## config.mk

```make
export PLATFORM = sky130hd
export DESIGN_NAME = at_response_line_classifier
export DESIGN_NICKNAME = d
export VERILOG_FILES = /design/src/atrc_pkg.sv /design/src/atrc_line.sv /design/src/at_response_line_classifier.sv
export SDC_FILE = /design/constraint.sdc
export NUM_CORES = 1
export LEC_CHECK = 0
export BUFFER_PORTS_ARGS = -buffer_cell sky130_fd_sc_hd__buf_2
export CORE_ASPECT_RATIO = 0.6
export CORE_UTILIZATION = 57
export CTS_CLUSTER_DIAMETER = 50
export DETAILED_ROUTE_END_ITERATION = 16
export PLACE_DENSITY = 0.87
export SKIP_CTS_REPAIR_TIMING = 1
export SLEW_MARGIN = 20
export SYNTH_ARGS = -nofsm -noshare
export SYNTH_HDL_FRONTEND = slang
export SYNTH_SLANG_ARGS = --single-unit
```

## constraint.sdc

```tcl
create_clock -name clk -period 6 [get_ports clk]
set_input_delay 1.2 -clock clk [delete_from_list [all_inputs] [get_ports clk]]
set_output_delay 1.2 -clock clk [all_outputs]
set_load 0.1 [all_outputs]
```

## src/atrc_pkg.sv

```systemverilog
// shared types, codes and character tables for the response line classifier
package atrc_pkg;

  typedef enum logic [2:0] {
    CLS_NOTE   = 3'd0,
    CLS_IPD    = 3'd1,
    CLS_CLOSED = 3'd2,
    CLS_OK     = 3'd3,
    CLS_ERROR  = 3'd4,
    CLS_FAIL   = 3'd5,
    CLS_NONE   = 3'd6
  } line_class_t;

  // partial keyword match: O, E, ER, ERR, ERRO, F, FA, FAI
  typedef enum logic [3:0] {
    KW_IDLE = 4'd0,
    KW_O    = 4'd1,
    KW_E    = 4'd2,
    KW_ER   = 4'd3,
    KW_ERR  = 4'd4,
    KW_ERRO = 4'd5,
    KW_F    = 4'd6,
    KW_FA   = 4'd7,
    KW_FAI  = 4'd8
  } kw_prog_t;

  typedef enum logic [1:0] {
    FOUND_NONE  = 2'd0,
    FOUND_OK    = 2'd1,
    FOUND_ERROR = 2'd2,
    FOUND_FAIL  = 2'd3
  } kw_found_t;

  typedef struct packed {
    line_class_t line_class;
    logic [7:0]  note_index;
  } line_result_t;

  localparam logic [7:0] CH_NL    = 8'h0A;
  localparam logic [7:0] CH_NUL   = 8'h00;
  localparam logic [7:0] CH_COLON = 8'h3A;
  localparam logic [7:0] CH_SHARP = 8'h23;
  localparam logic [7:0] CH_ZERO  = 8'h30;
  localparam logic [7:0] CH_NINE  = 8'h39;

  localparam logic [3:0] SEMI_E = 4'd4;
  localparam logic [3:0] SEMI_B = 4'd11;

  function automatic logic [7:0] ipd_char(input logic [1:0] idx);
    logic [7:0] ch;
    unique case (idx)
      2'd0: ch = 8'h2B; // +
      2'd1: ch = 8'h49; // I
      2'd2: ch = 8'h50; // P
      2'd3: ch = 8'h44; // D
      default: ch = 8'h00;
    endcase
    return ch;
  endfunction

  function automatic logic [7:0] closed_char(input logic [2:0] idx);
    logic [7:0] ch;
    unique case (idx)
      3'd0: ch = 8'h43; // C
      3'd1: ch = 8'h4C; // L
      3'd2: ch = 8'h4F; // O
      3'd3: ch = 8'h53; // S
      3'd4: ch = 8'h45; // E
      3'd5: ch = 8'h44; // D
      default: ch = 8'h00;
    endcase
    return ch;
  endfunction

  // letter to semitone, msb is the valid flag
  function automatic logic [4:0] letter_semi(input logic [7:0] ch);
    logic [4:0] r;
    unique case (ch)
      8'h43: r = {1'b1, 4'd0};  // C
      8'h44: r = {1'b1, 4'd2};  // D
      8'h45: r = {1'b1, 4'd4};  // E
      8'h46: r = {1'b1, 4'd5};  // F
      8'h47: r = {1'b1, 4'd7};  // G
      8'h41: r = {1'b1, 4'd9};  // A
      8'h42: r = {1'b1, 4'd11}; // B
      default: r = 5'd0;
    endcase
    return r;
  endfunction

  function automatic kw_prog_t kw_start(input logic [7:0] ch);
    kw_prog_t k;
    priority case (ch)
      8'h4F: k = KW_O;  // O
      8'h45: k = KW_E;  // E
      8'h46: k = KW_F;  // F
      default: k = KW_IDLE;
    endcase
    return k;
  endfunction

endpackage

```

## src/atrc_line.sv

```systemverilog
// per-line scan state and the classification of a finished line
module atrc_line #(
  parameter int LINE_LIMIT = 64
) (
  input  logic                  clk,
  input  logic                  rst,
  input  logic                  step,
  input  logic [7:0]            rx_byte,
  output atrc_pkg::line_result_t result
);
  import atrc_pkg::*;

  localparam int PW = $clog2(LINE_LIMIT + 1);
  localparam logic [PW:0] LIMIT = (PW + 1)'(LINE_LIMIT);

  logic [PW-1:0] pos, pos_next;
  logic          ipd_ok, ipd_ok_next;
  logic          closed_ok, closed_ok_next;
  logic          colon_seen, colon_seen_next;
  logic [1:0]    off, off_next;
  logic [3:0]    semi, semi_next;
  logic          letter_valid, letter_valid_next;
  logic [7:0]    octave, octave_next;
  logic          digits_ended, digits_ended_next;
  logic          sharp, sharp_next;
  kw_prog_t      kw_prog, kw_prog_next;
  kw_found_t     kw_found, kw_found_next;
  logic          cut, cut_next;

  logic          is_nl, is_digit, clear;
  logic [PW:0]   pos_inc;
  logic [4:0]    letter;
  logic [7:0]    note;

  assign is_nl    = (rx_byte == CH_NL);
  assign is_digit = (rx_byte >= CH_ZERO) && (rx_byte <= CH_NINE);
  assign pos_inc  = {1'b0, pos} + (PW + 1)'(1);
  assign letter   = letter_semi(rx_byte);

  // octave*12 + semitone (+1 for a sharp on a letter that has one)
  always_comb begin
    note = {octave[4:0], 3'b000} + {octave[5:0], 2'b00} + {4'd0, semi};
    if (sharp && semi != SEMI_E && semi != SEMI_B) begin
      note = note + 8'd1;
    end
  end

  always_comb begin
    priority if (ipd_ok && pos >= PW'(4)) begin
      if (colon_seen && letter_valid) begin
        result.line_class = CLS_NOTE;
        result.note_index = note;
      end else begin
        result.line_class = CLS_IPD;
        result.note_index = 8'd0;
      end
    end else if (closed_ok && pos >= PW'(6)) begin
      result.line_class = CLS_CLOSED;
      result.note_index = 8'd0;
    end else begin
      unique case (kw_found)
        FOUND_OK:    result.line_class = CLS_OK;
        FOUND_ERROR: result.line_class = CLS_ERROR;
        FOUND_FAIL:  result.line_class = CLS_FAIL;
        default:     result.line_class = CLS_NONE;
      endcase
      result.note_index = 8'd0;
    end
  end

  always_comb begin
    pos_next          = pos;
    ipd_ok_next       = ipd_ok;
    closed_ok_next    = closed_ok;
    colon_seen_next   = colon_seen;
    off_next          = off;
    semi_next         = semi;
    letter_valid_next = letter_valid;
    octave_next       = octave;
    digits_ended_next = digits_ended;
    sharp_next        = sharp;
    kw_prog_next      = kw_prog;
    kw_found_next     = kw_found;
    cut_next          = cut;
    clear             = 1'b0;

    if (is_nl) begin
      clear = 1'b1;
    end else begin
      if (!cut) begin
        if (pos < PW'(4) && rx_byte != ipd_char(pos[1:0])) begin
          ipd_ok_next = 1'b0;
        end
        if (pos < PW'(6) && rx_byte != closed_char(pos[2:0])) begin
          closed_ok_next = 1'b0;
        end
        if (rx_byte == CH_NUL) begin
          cut_next = 1'b1;
        end else begin
          // keyword matcher, frozen once something is found
          if (kw_found == FOUND_NONE) begin
            kw_prog_next = kw_start(rx_byte);
            unique case (kw_prog)
              KW_O: begin
                if (rx_byte == 8'h4B) kw_found_next = FOUND_OK;
              end
              KW_E: begin
                if (rx_byte == 8'h52) kw_prog_next = KW_ER;
              end
              KW_ER: begin
                if (rx_byte == 8'h52) kw_prog_next = KW_ERR;
              end
              KW_ERR: begin
                if (rx_byte == 8'h4F) kw_prog_next = KW_ERRO;
              end
              KW_ERRO: begin
                if (rx_byte == 8'h52) kw_found_next = FOUND_ERROR;
                else if (rx_byte == 8'h4B) kw_found_next = FOUND_OK;
              end
              KW_F: begin
                if (rx_byte == 8'h41) kw_prog_next = KW_FA;
              end
              KW_FA: begin
                if (rx_byte == 8'h49) kw_prog_next = KW_FAI;
              end
              KW_FAI: begin
                if (rx_byte == 8'h4C) kw_found_next = FOUND_FAIL;
              end
              default: ;
            endcase
            if (kw_found_next != FOUND_NONE) begin
              kw_prog_next = kw_prog;
            end
          end
          // note text after the first colon
          if (!colon_seen) begin
            if (rx_byte == CH_COLON) colon_seen_next = 1'b1;
          end else begin
            if (off == 2'd0) begin
              letter_valid_next = letter[4];
              semi_next         = letter[3:0];
            end else begin
              if (!digits_ended) begin
                if (is_digit) begin
                  octave_next = {octave[6:0], 1'b0} + {octave[4:0], 3'b000}
                              + (rx_byte - CH_ZERO);
                end else begin
                  digits_ended_next = 1'b1;
                end
              end
              if (off == 2'd2 && rx_byte == CH_SHARP) sharp_next = 1'b1;
            end
            if (off != 2'd3) off_next = off + 2'd1;
          end
        end
      end
      pos_next = pos_inc[PW-1:0];
      if (pos_inc > LIMIT) clear = 1'b1;
    end
  end

  always_ff @(posedge clk) begin
    if (rst || (step && clear)) begin
      pos          <= '0;
      ipd_ok       <= 1'b1;
      closed_ok    <= 1'b1;
      colon_seen   <= 1'b0;
      off          <= 2'd0;
      semi         <= 4'd0;
      letter_valid <= 1'b0;
      octave       <= 8'd0;
      digits_ended <= 1'b0;
      sharp        <= 1'b0;
      kw_prog      <= KW_IDLE;
      kw_found     <= FOUND_NONE;
      cut          <= 1'b0;
    end else if (step) begin
      pos          <= pos_next;
      ipd_ok       <= ipd_ok_next;
      closed_ok    <= closed_ok_next;
      colon_seen   <= colon_seen_next;
      off          <= off_next;
      semi         <= semi_next;
      letter_valid <= letter_valid_next;
      octave       <= octave_next;
      digits_ended <= digits_ended_next;
      sharp        <= sharp_next;
      kw_prog      <= kw_prog_next;
      kw_found     <= kw_found_next;
      cut          <= cut_next;
    end
  end

`ifndef SYNTHESIS
  a_pos_limit: assert property (@(posedge clk) disable iff (rst)
    {1'b0, pos} <= LIMIT)
    else $error("line position beyond limit");

  a_found_freezes: assert property (@(posedge clk) disable iff (rst)
    (kw_found != FOUND_NONE && !(step && clear)) |=> $stable(kw_found))
    else $error("keyword result changed within a line");
`endif

endmodule

```

## src/at_response_line_classifier.sv

```systemverilog
// top level of the modem response line classifier: input and result registers
//
//  channel  | dir | tdata fields (lsb up)                      | tuser/tlast
//  s_axis   | in  | rx_byte[7:0]                               | none
//  m_axis   | out | line_class[2:0], note_index[10:3], 0 pad   | none
//
// one byte per cycle sustained: a byte goes into the input register, then the
// line scan updates in one pass and a newline loads the result register
// a newline waits in the input register only while the result register is
// full and not being taken; other bytes never wait
// rst (synchronous) empties both registers and restarts the line state
module at_response_line_classifier #(
  parameter int LINE_LIMIT = 64
) (
  input  logic        clk,
  input  logic        rst,
  input  logic        s_axis_tvalid,
  output logic        s_axis_tready,
  input  logic [7:0]  s_axis_tdata,   // rx_byte[7:0]
  output logic        m_axis_tvalid,
  input  logic        m_axis_tready,
  output logic [15:0] m_axis_tdata    // line_class[2:0], note_index[10:3], zero[15:11]
);
  import atrc_pkg::*;

  logic         in_full;
  logic [7:0]   in_byte;
  logic         is_nl;
  logic         out_free;
  logic         proc;
  line_result_t line_res;
  line_result_t out_res;
  logic         out_valid;

  assign is_nl    = (in_byte == CH_NL);
  // result register can take a new item this cycle
  assign out_free = !out_valid || m_axis_tready;
  // the held byte leaves the input register
  assign proc     = in_full && (!is_nl || out_free);
  assign s_axis_tready = !in_full || proc;

  always_ff @(posedge clk) begin
    if (rst) begin
      in_full <= 1'b0;
    end else if (s_axis_tvalid && s_axis_tready) begin
      in_full <= 1'b1;
    end else if (proc) begin
      in_full <= 1'b0;
    end
  end

  always_ff @(posedge clk) begin
    if (s_axis_tvalid && s_axis_tready) begin
      in_byte <= s_axis_tdata;
    end
  end

  atrc_line #(
    .LINE_LIMIT(LINE_LIMIT)
  ) u_line (
    .clk     (clk),
    .rst     (rst),
    .step    (proc),
    .rx_byte (in_byte),
    .result  (line_res)
  );

  // result register, loaded on a newline
  always_ff @(posedge clk) begin
    if (rst) begin
      out_valid <= 1'b0;
    end else if (proc && is_nl) begin
      out_valid <= 1'b1;
    end else if (m_axis_tready) begin
      out_valid <= 1'b0;
    end
  end

  always_ff @(posedge clk) begin
    if (proc && is_nl) begin
      out_res <= line_res;
    end
  end

  assign m_axis_tvalid = out_valid;
  assign m_axis_tdata  = {5'd0, out_res.note_index, out_res.line_class};

`ifndef SYNTHESIS
  a_result_from_newline: assert property (@(posedge clk) disable iff (rst)
    !out_valid |=> (!out_valid || $past(proc && is_nl)))
    else $error("result appeared without a newline");

  a_note_only_for_note: assert property (@(posedge clk) disable iff (rst)
    (out_valid && out_res.line_class != CLS_NOTE) |-> out_res.note_index == 8'd0)
    else $error("note index set on a non-note line");

  a_stall_cause: assert property (@(posedge clk) disable iff (rst)
    !s_axis_tready |-> (in_full && is_nl && out_valid && !m_axis_tready))
    else $error("input stalled without a blocked newline");
`endif

endmodule

```

Yosys cells after proc, flatten, opt, wreduce, memory -nomap -nowiden:

Cells that the tools add are included.

* register bits after elaboration: 53
* bits in latches: 0
* bits in writable memories: 0
* bits in read-only memories: 0
* input bits: 12
* output and inout port bits: 18
* word-level logic and storage cells: 157
* memories kept: 0

* add/sub/neg operators: 8
* $mul: 0
* divide/modulo/power cells: 0
* magnitude comparators: 7
* equality and inequality tests: 40
* shifts and indexed selects: 0
* muxes and demuxes: 39
* bitwise gates (word level): 6
* reduce and logical (&&, ||, !) cells: 39

Operators by type and width (number)
* equality test 8 x 7 -> 1 bit (second input constant): 12
* one-hot mux 7 bit (6 select lines): 1
* two-way mux 8 bit: 5
* one-hot mux 5 bit (7 select lines): 1
* one-hot mux 8 bit (4 select lines): 1
* AND reduction 6 bit: 4
* two-way mux 11 bit: 2
* one-hot mux 4 bit (5 select lines): 1
* one-hot mux 3 bit (3 select lines): 2
* equality test 4 x 3 -> 1 bit (second input constant): 4
* equality test 8 x 6 -> 1 bit (second input constant): 2
* != test 8 bit: 2
* >= comparator 7 x 3 -> 1 bit (second input constant): 2
* < comparator 7 x 3 -> 1 bit (second input constant): 2
* two-way mux 2 bit: 7
* logical AND 1 bit: 13
* adder 6 bit: 2
* two-way mux 1 bit: 12
* two-way mux 3 bit: 4
* AND reduction 4 bit: 3
* equality test 2 bit (second input constant): 5
* two-way mux 9 bit: 1
* adder 7 x 1 -> 8 bit (second input constant): 1
* adder 8 x 1 -> 8 bit (second input constant): 1
* 31 further kinds: 49

Depth between registers and ports, before layout:

Gate-level depths: netlist of run 1.

* depth in word-level cells: 11
* depth in mapped cells: 9
* gate-level depth less buffers: 9

Modules after synthesis:

Synthesis of run 1 repeated with hierarchy kept, for this count alone.

* cell total of the unflattened synthesis: 395
* area, all modules: 3671.0 um2

Modules (own cells, without submodules)
* atrc_line: instances 1, cells an instance 353, area each 2884.0 um2, sequential area each 640.6 um2
* at_response_line_classifier: instances 1, cells an instance 42, area each 787.0 um2, sequential area each 610.6 um2

Worst setup path after synthesis of run 1:

Ideal clock, no wire load.

* path type: input -> output
* start: in m_axis_tready
* end: out s_axis_tready
* data arrival time: 2227 ps
* data required time: 4800 ps
* path slack: 2573 ps
* cell stages on the path: 2
* path buffers: 0
* cell sequence: nor2b_1 -> nand3_1

* word-level cells in the longest chain between the ends: 4

Ends and longest elaborated chain
* start, declared: RTL line at_response_line_classifier.sv:21 `input logic m_axis_tready,`
* logical OR 1 bit: RTL line at_response_line_classifier.sv:37 `assign out_free = !out_valid || m_axis_tready;`
* logical OR 1 bit: RTL line at_response_line_classifier.sv:39 `assign proc = in_full && (!is_nl || out_free);`
* logical AND 1 bit: RTL line at_response_line_classifier.sv:39
* logical OR 1 bit: RTL line at_response_line_classifier.sv:40 `assign s_axis_tready = !in_full || proc;`
* end, declared: RTL line at_response_line_classifier.sv:18 `output logic s_axis_tready,`

No other way between the ends.

Final worst setup path of run 1:

* start: reg in_byte[1]
* end: out s_axis_tready

* word-level cells in the longest chain between the ends: 5

Ends and longest elaborated chain
* start, declared: RTL line at_response_line_classifier.sv:27 `logic [7:0] in_byte;`
* start signal, assigned: RTL line at_response_line_classifier.sv:54 `in_byte <= s_axis_tdata;`
* equality test 8 x 4 -> 1 bit: RTL line at_response_line_classifier.sv:35 `assign is_nl = (in_byte == CH_NL);`
* logical NOT 1 bit: RTL line at_response_line_classifier.sv:39
* logical OR 1 bit: RTL line at_response_line_classifier.sv:39
* logical AND 1 bit: RTL line at_response_line_classifier.sv:39
* logical OR 1 bit: RTL line at_response_line_classifier.sv:40

No other way between the ends.

==> results of run 1 <==
==> cell type report <==
type	instances	area [µm²]
Inverter	24	90.09
Tap cell	84	105.1
Clock buffer	6	72.57
Sequential cell	53	1251
Clock inverter	2	11.26
Fill cell	521	2290
Multi-Input combinational cell	288	2163
Timing Repair Buffer	25	127.6
==> sequential cells by signal, indices dropped and copies added (netlist names) <==
name,flops
u_line.colon_seen,1
u_line.semi,4
m_axis_tvalid,1
u_line.ipd_ok,1
u_line.pos,7
u_line.closed_ok,1
u_line.sharp,1
u_line.off,2
u_line.kw_prog,4
u_line.letter_valid,1
m_axis_tdata,11
u_line.digits_ended,1
u_line.octave,6
u_line.kw_found,2
u_line.cut,1
in_byte,8
in_full,1
==> power breakdown <==
| group | switching [mW] | internal (mW) | leakage, nW | total (mW) |
|---|---|---|---|---|
| combinational | 0.0781 | 0.0539 | 0.939 | 0.132 |
| sequential | 0.0349 | 0.385 | 0.467 | 0.420 |
| clock | 0.121 | 0.0813 | 0.0388 | 0.202 |
| total | 0.234 | 0.520 | 1.44 | 0.754 |
==> per-stage QoR <==
stage / cell area (µm²) / total power [mW] / setup slack, ns / utilization [%] / instances
global route: 3821 / 0.7903 / 2.429 / 62.53 / 482
detailed placement: 3737 / 0.5564 / 2.774 / 61.16 / 474
global placement: 3737 / 0.5525 / 2.814 / 61.16 / 474
CTS: 3821 / 0.7546 / 2.580 / 62.53 / 482
floorplan: 3622 / 0.5313 / 2.573 / - / 387
finish: 3821 / 0.7538 / 2.562 / 62.53 / 482
==> per-layer routing <==
layer  track usage (%)  up-vias
met5                 0        -
met4             5.106        0
li1                  -     1407
met1             35.08     1351
met2             35.02      128
met3             6.108       15
==> synth_stat cells (all sizes together) (3+ instances only) <==
library cell / instances / area share, %
nor2: 45 / 4.7
dfxtp: 34 / 19
ha: 26 / 9.0
inv: 24 / 2.5
a21oi: 22 / 3.2
edfxtp: 19 / 16
xnor2: 18 / 4.4
nand2: 17 / 1.8
buf: 14 / 2.4
xor2: 13 / 3.2
mux2i: 11 / 3.1
clkbuf: 8 / 0.83
nand3: 7 / 1.1
nand4: 7 / 1.2
o21ai: 7 / 0.97
or3: 7 / 1.2
a211oi: 6 / 1.5
nor2b: 6 / 1.2
a21o: 5 / 1.0
fa: 5 / 2.8
nor3: 5 / 0.69
o2111ai: 5 / 1.2
a31oi: 4 / 0.69
and3: 4 / 0.69
nand2b: 4 / 0.69
nor4: 4 / 1.5
nor4b: 4 / 0.97
nor4bb: 4 / 1.1
o31ai: 4 / 0.83
a2111oi: 3 / 0.90
nand3b: 3 / 0.62
o21a: 3 / 0.62
or4: 3 / 0.73
==> how the worst min path moves through the flow <==
stage / startpoint / end / slack (ns) / cells after the start
after floorplan: u_line.ipd_ok / u_line.ipd_ok / 0.43 / 1
after global placement: u_line.ipd_ok / u_line.ipd_ok / 0.44 / 1
after detailed placement: u_line.ipd_ok / u_line.ipd_ok / 0.45 / 1
after CTS: u_line.letter_valid / u_line.letter_valid / 0.48 / 2
after global routing: u_line.letter_valid / u_line.letter_valid / 0.51 / 2
final: u_line.letter_valid / u_line.letter_valid / 0.48 / 2
==> kinds of logic (layout without fill, tap and decap cells) <==
family | Yosys count | in the layout | synth area share, %
simple gates | 132 | 132 | 21.16
buf+inv | 46 | 57 | 5.758
other cells | 1 | 5 | 0.1040
xor+xnor | 31 | 31 | 7.527
compound gates | 78 | 78 | 15.92
fa+ha+maj | 31 | 31 | 11.79
mux | 11 | 11 | 3.052
flops | 53 | 53 | 34.69
==> critical path, cell delays in order, from the launching register on <==
cell                       delay, ns
sky130_fd_sc_hd__edfxtp_1       0.88
sky130_fd_sc_hd__and4bb_2       0.40
sky130_fd_sc_hd__and2_1         0.21
sky130_fd_sc_hd__nand3_1        0.11
sky130_fd_sc_hd__buf_2          0.31
==> results.txt, run 1 <==
The run finished with clean final reports. The remaining number of nets flagged by the antenna check after routing is 0. The net count of the finished layout is 440. The final global-route overflow total came out at 0.

The number of antenna diodes in the final layout is 0. The half-perimeter wire length of the detailed placement result came out at 5560 µm. The share of post-route cells with drive strength above 1 came out at 12.56%.

The die is 63.62 µm tall. Across the run, the number of max-cap violations was 0. The horizontal extent of the die is 104.7 µm. In this run the tightest slew margin relative to its limit is 32.10%. The count of pins on the block boundary came out at 30. The initial standard-cell utilization of the core is 59.03%. The H-tree generated during clock tree synthesis spans 2 levels.

In this run the critical register-to-register path is launched from in_byte[1]. For this run, the total global-route usage over all layers was measured as a little under a quarter. The data required time of the worst path is 4.80 ns. Setup repair after global routing left no endpoint under its margin.

Derived from the worst setup path, the maximum achievable clock frequency is 0.2909 GHz. The detailed router's first-iteration violation count came out at between 200 and 300. Counting the buffers created by CTS gives 5.

Counting distinct cell types in the post-synthesis netlist gives 68. The overall via count from detail_route came out at 2901. The maximum ir drop on the vdd rail is 115.7 µV.

The latest clock arrival within the worst-skew pair is 0.31 ns. The depth of the most critical reg-to-reg path is 6. The top fanout value on the critical path is 24. The classification of the worst-slack hold path is flip-flop to flip-flop. In the synthesized netlist the dominant register cell turns out to be sky130_fd_sc_hd__dfxtp_1. After detailed routing, the average wire length per cell comes to 15.42 µm. The worst path arrival time came out at approximately 2.2 ns. The wire length the detailed router placed on met1 is ~3600 µm.

The library cell used most frequently in the layout, excluding fill and tap cells, is sky130_fd_sc_hd__nor2_1. The type of the setup path with the least slack is flip-flop to output pin. The shortest clock period the worst path allows after layout came out at between 3 and 4 ns. The sequential fraction of the synthesis area came out at 34.69%.

STA classifies the critical path startpoint as a flip-flop. The number of port buffers is 24. After detailed routing, no signal wire sits above met4. Setup total negative slack on the finished layout was measured at 0 ns. The number of synthesized flops with an enable pin came out at 19. In the layout the commonest cells are sky130_fd_sc_hd__nor2_1, sky130_fd_sc_hd__dfxtp_1, sky130_fd_sc_hd__ha_1, sky130_fd_sc_hd__inv_1, sky130_fd_sc_hd__buf_2. After synthesis the netlist holds a flip-flop and latch count of 53.

The cell area after technology mapping came out at 3607 µm². In the routed layout, each cell is associated on average with a via count of around 6.0. The total routed wirelength came out at 7433 µm.

The async set or reset register ratio after synthesis is 0%. The number of standard-cell rows in the floorplan came out at 22. The max-slew violation count came to 0. The kind of end point of the critical path is an output pin. The area of the die is roughly 6700 µm². The global-route wire length before repair is between 10000 and 15000 µm. The total power density per cell area is between 150 and 200 nW/µm². The detailed-route DRC error count is 0. The CTS sink count is between 50 and 60. The endpoint identified for the worst register-to-register timing path is u_line.octave[4].

The maximum clock path buffer count is 2. The library cell used as clock root buffer is sky130_fd_sc_hd__clkbuf_8. Entering global routing, the biggest net connects 25 pins.

The mean instance size in the synthesized netlist came out at 9.418 µm². Final hold analysis gives a worst-case slack of 0.4755 ns. In the detailed route, the total length drawn on met3 is 630 µm.

The termination of the worst setup path is s_axis_tready. The core area came out at 6111 µm². In this run the static leakage power is 1.444 nW. The layout overhead on the synthesized area came out at 5.931%.

The setup slack on the worst flop-to-flop path is 3.21 ns. The met2 routed wirelength is 3138 µm. The initial antenna violation count came out at 0. The via count of the first global-routing pass is 2541.

TritonCTS built the clock tree. The count of synthesis-stage warnings from yosys came out at 0. The actual slew at the worst max-slew pin is 1.015 ns. The detailed-router iteration count before antenna repair came out at 5. The clock edge transition at the registers on the reported setup and hold paths came out at 0.10 ns.

The worst clock skew is 0.006064 ns. The number of failing hold endpoints at the final stage came out at 0. The post-synthesis cell count came out at 383.

The critical path starts at in_byte[1]. The final weighted congestion in routability-driven placement came out at a little over 0.9. The post-route clock period utilization is 57.30%. The total setup violations reported at the end of the flow is 0.
Power figures use the tool's default switching activity.
==> inputs of run 2 (changes only) <==
--- a/config.mk
+++ b/config.mk
@@ -5,12 +5,13 @@
 export SDC_FILE = /design/constraint.sdc
 export NUM_CORES = 1
 export LEC_CHECK = 0
+export ABC_AREA = 1
 export BUFFER_PORTS_ARGS = -buffer_cell sky130_fd_sc_hd__buf_2
 export CORE_ASPECT_RATIO = 0.6
 export CORE_UTILIZATION = 57
 export CTS_CLUSTER_DIAMETER = 50
 export DETAILED_ROUTE_END_ITERATION = 16
-export PLACE_DENSITY = 0.87
+export PLACE_DENSITY = 0.86
 export SKIP_CTS_REPAIR_TIMING = 1
 export SLEW_MARGIN = 20
 export SYNTH_ARGS = -nofsm -noshare
==> constraint.sdc (replaced) <==
create_clock -name clk -period 3.4 [get_ports clk]
set_input_delay 0.68 -clock clk [delete_from_list [all_inputs] [get_ports clk]]
set_output_delay 0.68 -clock clk [all_outputs]
set_load 0.1 [all_outputs]
==> run 2 against run 1 <==
  * First-iteration DRC count up 23%
  * Area after synthesis up 4.2%
  * Critical path depth up 3
  * Clock power up 81%
  * Clock-buffer cell count down 1
  * Via count up 16%
  * Flip-flop and latch count unchanged
  * Combinational power up 25%
  * Worst setup slack worse by 1.8 ns
  * Highest routed layer unchanged
==> results.txt, run 2 <==
The share of Yosys cell area claimed by the top area cell type came to 18.10% (-0.77 points). The cell sitting at the root of the clock tree is a sky130_fd_sc_hd__clkbuf_8. The area of the die was 6936 µm² (+4.1%). The overall via count from detail_route is 3379 (+16%). The actual slew at the worst max-slew pin is 0.5214 ns (-0.4932 ns).

The total power density per cell area came out at 305.2 nW/µm² (+55%). The critical path is of the flip-flop to output pin type. The share of post-route cells with drive strength above 1 was 11.35% (-1.2 points). The pin count of the biggest net entering global routing is 19 (-24%). The initial standard-cell utilization of the core came to 60.17% (+1.1 points).

Setup repair after global routing left no endpoint under its margin. The number of port buffers is 24 (unchanged). The element type at the critical path start is a flip-flop. The die height came out at 64.91 µm (+2.0%). The run finished with clean final reports. The H-tree depth came out at 2 (unchanged). The latest clock arrival within the worst-skew pair is 0.33 ns (+0.02 ns). The number of standard-cell rows in the floorplan is 22 (unchanged). The startpoint identified for the worst register-to-register timing path is u_line.octave[0]. The count of different cell masters after synthesis came to 43 (-37%). The count of pins on the block boundary came out at 30 (unchanged). The min-delay analysis places its worst path in the category flip-flop to flip-flop.

The number of synthesized flops with an enable pin came out at 19 (unchanged). The detailed-route DRC error count came to 0 (unchanged). The CTS sink count came to 53 (unchanged). The aggregate negative setup slack came out at 0 ns (unchanged).

The main flop type after synthesis is sky130_fd_sc_hd__dfxtp_1. The total routed wirelength came out at 8636 µm (+16%). The top fanout value on the critical path is 8 (-67%). The horizontal extent of the die was 106.9 µm (+2.1%). The worst path arrival time is 1.99 ns (-0.25 ns). The layout overhead on the synthesized area came out at 6.589%. The depth of the most critical reg-to-reg path came out at 7 (+1).

The final core utilization was 64.14% (+1.6 points). The count of fill cells added during filler insertion came out at 560 (+7.5%). By area the synthesized netlist is led by sky130_fd_sc_hd__dfxtp_1, sky130_fd_sc_hd__edfxtp_1, sky130_fd_sc_hd__nand2_1. The register bit count reported by yosys came out at 53 (unchanged). The slowest stage of the critical path is the sky130_fd_sc_hd__edfxtp_1 cell. The final critical path takes up about four fifths of the cycle. The max-slew violation count was 0 (unchanged). The setup slack on the worst flop-to-flop path was 0.79 ns (-2.42 ns). The post-synthesis cell count is 531 (+39%). The core area is 6248 µm² (+2.3%). The global-route wire length before repair was 14150 µm (+13%). The total setup violations reported at the end of the flow came out at 0 (unchanged). The detailed-router iteration count before antenna repair is 5 (unchanged). The async set or reset register ratio after synthesis is 0% (unchanged). The count of synthesis-stage warnings from yosys is 0 (unchanged). sky130_fd_sc_hd__nand2_1 is the most common cell in the netlist.

The remaining number of nets flagged by the antenna check after routing came out at 0 (unchanged). Leaving out fill and tap cells, the most frequent cell in the layout is sky130_fd_sc_hd__nand2_1. The half-perimeter wire length of the detailed placement result came out at 6920 µm (+24%).

The routed design could run at a clock period as short as 2.671 ns. The leakage dissipation came out at 1.793 nW (+24%). The worst slew margin relative to its limit is 65.15% (+33 points).

Leaving out fill and tap cells, the most frequent cells in the layout are sky130_fd_sc_hd__nand2_1, sky130_fd_sc_hd__nor2_1, sky130_fd_sc_hd__inv_1, sky130_fd_sc_hd__nand3_1, sky130_fd_sc_hd__dfxtp_1. The detailed router's first-iteration violation count came out at 330 (+23%). The cell area after technology mapping is 3760 µm² (+4.2%). The initial antenna violation count is 0 (unchanged).

The final weighted congestion in routability-driven placement was 0.9377 (+1.0%). The critical path's largest stage delay came out at 0.55 ns (-0.33 ns). The critical path starts at in_byte[2]. The total global routing track utilization is 26.87% (+3.0 points).

The TritonCTS clock tree is built. sky130_fd_sc_hd__dfxtp_1 takes more of the synthesized area than any other cell. Walking the worst path, the cells encountered are inv_2, nand2_2, inv_1, nand2_1, nor2_2, nand3_1, buf_2. The number of clock buffers inserted by TritonCTS is 5 (unchanged).

The max-cap violation count is 0 (unchanged). The worst setup path is captured at an output pin. The detailed-route vias per instance came out at 5.288 (-12%). For hold timing, the worst endpoint is u_line.closed_ok. The number of failing hold endpoints at the final stage is 0 (unchanged).

The final global-route overflow total is 0 (unchanged). The maximum ir drop on the vdd rail came out at 263.8 µV (+130%). The category of cells accounting for the largest share of critical-path delay is buffers and inverters. The number of flip-flops under the largest register name came out at 11 (unchanged). The sequential fraction of the synthesis area is 33.28% (-1.4 points). The maximum achievable frequency is about 0.37 GHz. After synthesis, the most frequently instantiated cells are sky130_fd_sc_hd__nand2_1, sky130_fd_sc_hd__nor2_1, sky130_fd_sc_hd__inv_1. The net count reported at finish is 597 (+36%).

The wire length per cell after detailed routing is 13.51 µm (-12%). The worst hold path stage count came out at 2 (unchanged). The clock edge transition at the registers on the reported setup and hold paths came out at 0.10 ns (about the same). The startpoint of the most critical hold path is u_line.closed_ok. The buffering stage count on the worst path with inverters included is 3 (+2). The terminus of the critical flop-to-flop path is m_axis_tdata[9].

The maximum clock path buffer count came out at 2 (unchanged). The mean instance size in the synthesized netlist came to 7.081 µm² (-25%). The worst clock skew is 0.007461 ns (+0.001397 ns). The antenna diode count is 0 (unchanged). The via count of the first global-routing pass came to 3024 (+19%). The data required time of the worst path came out at 2.72 ns (-2.08 ns).
-- run 2: cell count changes in the layout (fill, tap and decap cells not counted), sizes merged, moves of 13 or more --
cell and delta:
o21ai +19, nand3 +32, nor2 +46, xnor2 -13
nand2 +107, inv +61
-- run 2: metrics by stage --
stage | worst slack [ns] | area, µm² | hold WS, ns | total power [mW] | std cells
floorplan | 0.6802 | 3775 | 0.4186 | 0.8342 | 535
global placement | 0.9164 | 3921 | 0.4314 | 0.8619 | 631
detailed placement | 0.8208 | 3921 | 0.4411 | 0.8674 | 631
CTS | 0.7517 | 4008 | 0.4590 | 1.227 | 639
global route | 0.6247 | 4008 | 0.4959 | 1.279 | 639
finish | 0.7286 | 4008 | 0.4598 | 1.223 | 639
-- run 2: power breakdown --
part,total (mW),internal (mW),switching [mW]
registers,0.692,0.668,0.0236
logic,0.165,0.0474,0.118
clock network,0.366,0.143,0.224
-- run 2: cells by family (layout without fill, tap and decap cells) --
kind of cell	count (synthesis)	count (layout)	synth area share, %
adder cells (fa/ha/maj)	31	31	11.31
buffers and inverters	98	118	10.85
flip-flops	53	53	33.28
AO/OA/AOI/OAI	54	54	7.954
other	1	5	0.09974
AND/OR/NAND/NOR	283	283	33.94
XOR/XNOR	11	11	2.562
-- run 2: worst max-delay path by stage --
stage | endpoint | cells after the start
after floorplan | in_byte[0] | 5
after global placement | u_line.octave[5] | 13
after detailed placement | u_line.octave[5] | 13
after CTS | s_axis_tready | 7
after global routing | u_line.semi[2] | 10
final | s_axis_tready | 7
-- run 2: worst register-to-register path, delay by kind of cell, from the launching register on --
family | cells | cell delay, ns
AND/OR/NAND/NOR | 2 | 0.44
adder cells (fa/ha/maj) | 3 | 1.22
flip-flops | 1 | 0.50
AO/OA/AOI/OAI | 2 | 0.23
-- run 2: layer usage --
layer  up-vias  global-route usage [%]  share of wire [%]
met2       127                   38.63                 41
met3        12                   6.841                7.5
met1      1519                   38.54                 51
met4         0                   9.932                1.1
li1       1721                       -                  -
met5         -                       0                  0
-- run 2: layout make-up --
type | instances | area [µm²] | area share (%)
Multi-Input combinational cell | 384 | 2116 | 52.79
Sequential cell | 53 | 1251 | 31.22
Inverter | 85 | 321.6 | 8.024
Timing Repair Buffer | 25 | 127.6 | 3.185
Tap cell | 84 | 105.1 | 2.623
Clock buffer | 5 | 68.82 | 1.717
Clock inverter | 3 | 17.52 | 0.4371
==> inputs of run 3 (changes only) <==
--- a/config.mk
+++ b/config.mk
@@ -5,13 +5,13 @@
 export SDC_FILE = /design/constraint.sdc
 export NUM_CORES = 1
 export LEC_CHECK = 0
-export ABC_AREA = 1
+export ABC_AREA = 0
 export BUFFER_PORTS_ARGS = -buffer_cell sky130_fd_sc_hd__buf_2
 export CORE_ASPECT_RATIO = 0.6
-export CORE_UTILIZATION = 57
+export CORE_UTILIZATION = 55
 export CTS_CLUSTER_DIAMETER = 50
 export DETAILED_ROUTE_END_ITERATION = 16
-export PLACE_DENSITY = 0.86
+export PLACE_DENSITY = 0.87
 export SKIP_CTS_REPAIR_TIMING = 1
 export SLEW_MARGIN = 20
 export SYNTH_ARGS = -nofsm -noshare
==> constraint.sdc (replaced) <==
create_clock -name clk -period 2.3 [get_ports clk]
set_input_delay 0.46 -clock clk [delete_from_list [all_inputs] [get_ports clk]]
set_output_delay 0.46 -clock clk [all_outputs]
set_load 0.1 [all_outputs]
==> run 3 against run 2 <==
  * The flow now finishes with violations (setup timing)
  * Critical endpoint is now m_axis_tdata[10]
  * Register-to-register slack worse by 1.0 ns
  * Total power grew 68%
  * Hold slack got worse by 0.15 ns
  * Non-clock buffer count is 34 higher
  * Clock-buffer cell count increased by 1
  * Largest power group unchanged
  * Via count is 8.6% lower
  * Cell count is 19% lower
==> results.txt, run 3 (synthesis results as in run 1) <==
The final standard cell count with taps included and fillers excluded came out at 516 (-19%). The worst path arrival time came out at 2.71 ns (+0.72 ns). The die height came out at 64.73 µm (-0.28%). The number of port buffers is 24 (unchanged).

Setup repair after global routing could not meet its margin everywhere. The worst setup path is launched from a flip-flop. The total global routing track utilization is 25.72% (-1.1 points). The critical path goes through fa_1, ha_2, fa_2, xor2_2, nor2b_4, nand3_2, or3_4, a21oi_2. The number of failing hold endpoints at the final stage is 0 (unchanged). The detailed-route vias per instance came out at 5.983 (+13%). The global-route wire length before repair is 13650 µm (-3.6%). The area of the die is 6897 µm² (-0.56%). The clock edge transition at the registers on the reported setup and hold paths came out at 0.10 ns (about the same). The net count reported at finish came out at 474 (-21%). The number of clock buffers inserted by TritonCTS is 5 (unchanged). The buffering stage count on the worst path with inverters included was 0 (-3). The total routed wirelength came to 8838 µm (+2.3%).

The critical path's largest stage delay was 0.47 ns (-0.08 ns). The via count of the first global-routing pass came to 2825 (-6.6%). The initial antenna violation count came out at 0 (unchanged).

The number of standard-cell rows in the floorplan came out at 22 (unchanged). The initial standard-cell utilization of the core is 57.98% (-2.2 points). The placed instance area came out at 3965 µm² (+1.1%).

The half-perimeter wire length of the detailed placement result was 6294 µm (-9.0%). The overall via count from detail_route came out at 3087 (-8.6%). The max-cap violation count was 0 (unchanged). TritonCTS built the clock tree.

The maximum clock path buffer count is 2 (unchanged). The detailed router's first-iteration violation count is 296 (-10%). The top fanout value on the critical path is 2 (-6). The layout overhead on the synthesized area is 16.02%. The sequential standard cell area is 1254 µm² (+0.20%). The maximum achievable frequency came out at 0.3945 GHz.

The remaining number of nets flagged by the antenna check after routing came out at 0 (unchanged). The worst setup path is of the flip-flop to flip-flop kind. The met1 layer usage reported by global route is 36.07% (-2.5 points). The core area came out at 6221 µm² (-0.44%). The path class of the tightest hold or removal check is primary input to flip-flop. The detailed-route DRC error count came out at 0 (unchanged). The CTS sink count came out at 53 (unchanged). The total setup violations reported at the end of the flow came to 3 (+3). The detailed-router iteration count before antenna repair is 5 (unchanged). The antenna diode count came out at 0 (unchanged). The latest clock arrival within the worst-skew pair came to 0.32 ns (about the same).

The count of fill cells added during filler insertion is 481 (-14%). The actual slew at the worst max-slew pin is 0.7866 ns (+0.2652 ns). The final global-route overflow total came out at 0 (unchanged).

The pin count of the biggest net entering global routing is 22 (+3). The horizontal extent of the die came to 106.6 µm (-0.28%). The area taken by multi-input logic gates came out at 2247 µm² (+6.2%).

The maximum ir drop on the vdd rail is 432.5 µV (+64%). The final weighted congestion in routability-driven placement is 0.8834 (-5.8%). The area of all placed cells without fillers came out at 4185 µm² (+4.4%).

STA classifies the critical path endpoint as a flip-flop. The cell type of the slowest stage on the worst timing path is sky130_fd_sc_hd__fa_1. The post-route worst setup slack came out at -0.2349 ns (-0.9635 ns). The shortest clock period the worst path allows after layout came out at approximately 2.5 ns.

Among cell families on the critical path, the largest total delay comes from adder cells. The wire length per cell after detailed routing came out at 17.13 µm (+27%). The checks that failed: setup timing.

The most common library cell in the layout ignoring fill and taps is sky130_fd_sc_hd__nor2_1. The library cell used as clock root buffer is sky130_fd_sc_hd__clkbuf_8. The share of post-route cells with drive strength above 1 came out at 23.84% (+12 points).

The count of pins on the block boundary is 30 (unchanged). The met2 usage came to 38.80% (+0.17 points). The total power density per cell area came to 489.9 nW/µm² (+61%). The leakage dissipation came to 1.643 nW (-8.3%). The met3 track utilization from global routing came to 7.344% (+0.50 points). The worst clock skew came out at 0.01140 ns (+0.003940 ns).

The run finished, with violations left. The number of flip-flops under the largest register name is 11 (unchanged). The H-tree depth came out at 2 (unchanged). Leaving out fill and tap cells, the most frequent cells in the layout are sky130_fd_sc_hd__nor2_1, sky130_fd_sc_hd__buf_4, sky130_fd_sc_hd__dfxtp_1, sky130_fd_sc_hd__ha_1, sky130_fd_sc_hd__inv_1. The final core utilization is 67.28% (+3.1 points). The data required time of the worst path is 2.48 ns (-0.24 ns). Of the available clock period, the critical path in the final layout requires 110.2%. The worst slew margin relative to its limit came out at 47.31% (-18 points).

met2 is the most crowded layer. The max-slew violation count came out at 0 (unchanged). The number of placed cells counting well taps came out at 501 (-21%).
-- run 3: cell count changes in the layout (fill, tap and decap cells not counted), moves of 6 or more --
cell and change:
sky130_fd_sc_hd__xnor2_1 +13, sky130_fd_sc_hd__nand2_2 -6, sky130_fd_sc_hd__nor3_1 -8, sky130_fd_sc_hd__o21ai_1 -8
sky130_fd_sc_hd__xor2_1 +6, sky130_fd_sc_hd__nand2_1 -101, sky130_fd_sc_hd__nor2_1 -39, sky130_fd_sc_hd__buf_4 +32
sky130_fd_sc_hd__inv_1 -55, sky130_fd_sc_hd__nand3_1 -32, sky130_fd_sc_hd__nor2_2 -6, sky130_fd_sc_hd__o21ai_0 -11
sky130_fd_sc_hd__mux2i_1 +11
-- run 3: power breakdown --
part | switching [mW] | internal (mW)
logic | 0.273 | 0.186
registers | 0.0490 | 1.00
clock network | 0.326 | 0.212
-- run 3: cell type report --
class | instances | share of cell area [%]
inverter | 24 | 2.152
timing repair buffer | 59 | 9.686
clock buffer | 6 | 1.734
multi-input combinational | 288 | 53.69
sequential | 53 | 29.96
tap | 84 | 2.511
clock inverter | 2 | 0.2691
-- run 3: metrics by stage --
| stage | hold slack [ns] | setup WS, ns | setup TNS, ns | power (mW) |
|---|---|---|---|---|
| floorplan | 0.4270 | -0.07383 | -0.07383 | 1.388 |
| global placement | 0.4385 | -0.09303 | -0.1426 | 1.488 |
| detailed placement | 0.4492 | -0.1618 | -0.3649 | 1.501 |
| CTS | 0.3073 | -0.1800 | -0.5579 | 2.033 |
| global route | 0.2900 | -0.3264 | -0.9162 | 2.142 |
| finish | 0.3111 | -0.2349 | -0.5299 | 2.050 |
-- run 3: metal layers --
metal  vias up  share of wire (%)
met5         -                  0
met4         0                1.8
met3        19                8.2
met2       160                 44
met1      1440                 46
li1       1468                  -
-- run 3: path summary, 6_finish.rpt --
path | startpoint | endpoint | slack, ns | cells after the start
worst min-delay path | s_axis_tdata[4] | in_byte[4] | 0.31 | 1
worst min register to register | u_line.ipd_ok | u_line.ipd_ok | 0.47 | 1
worst max register to register | u_line.octave[1] | m_axis_tdata[10] | -0.23 | 8
worst max-delay path | u_line.octave[1] | m_axis_tdata[10] | -0.23 | 8
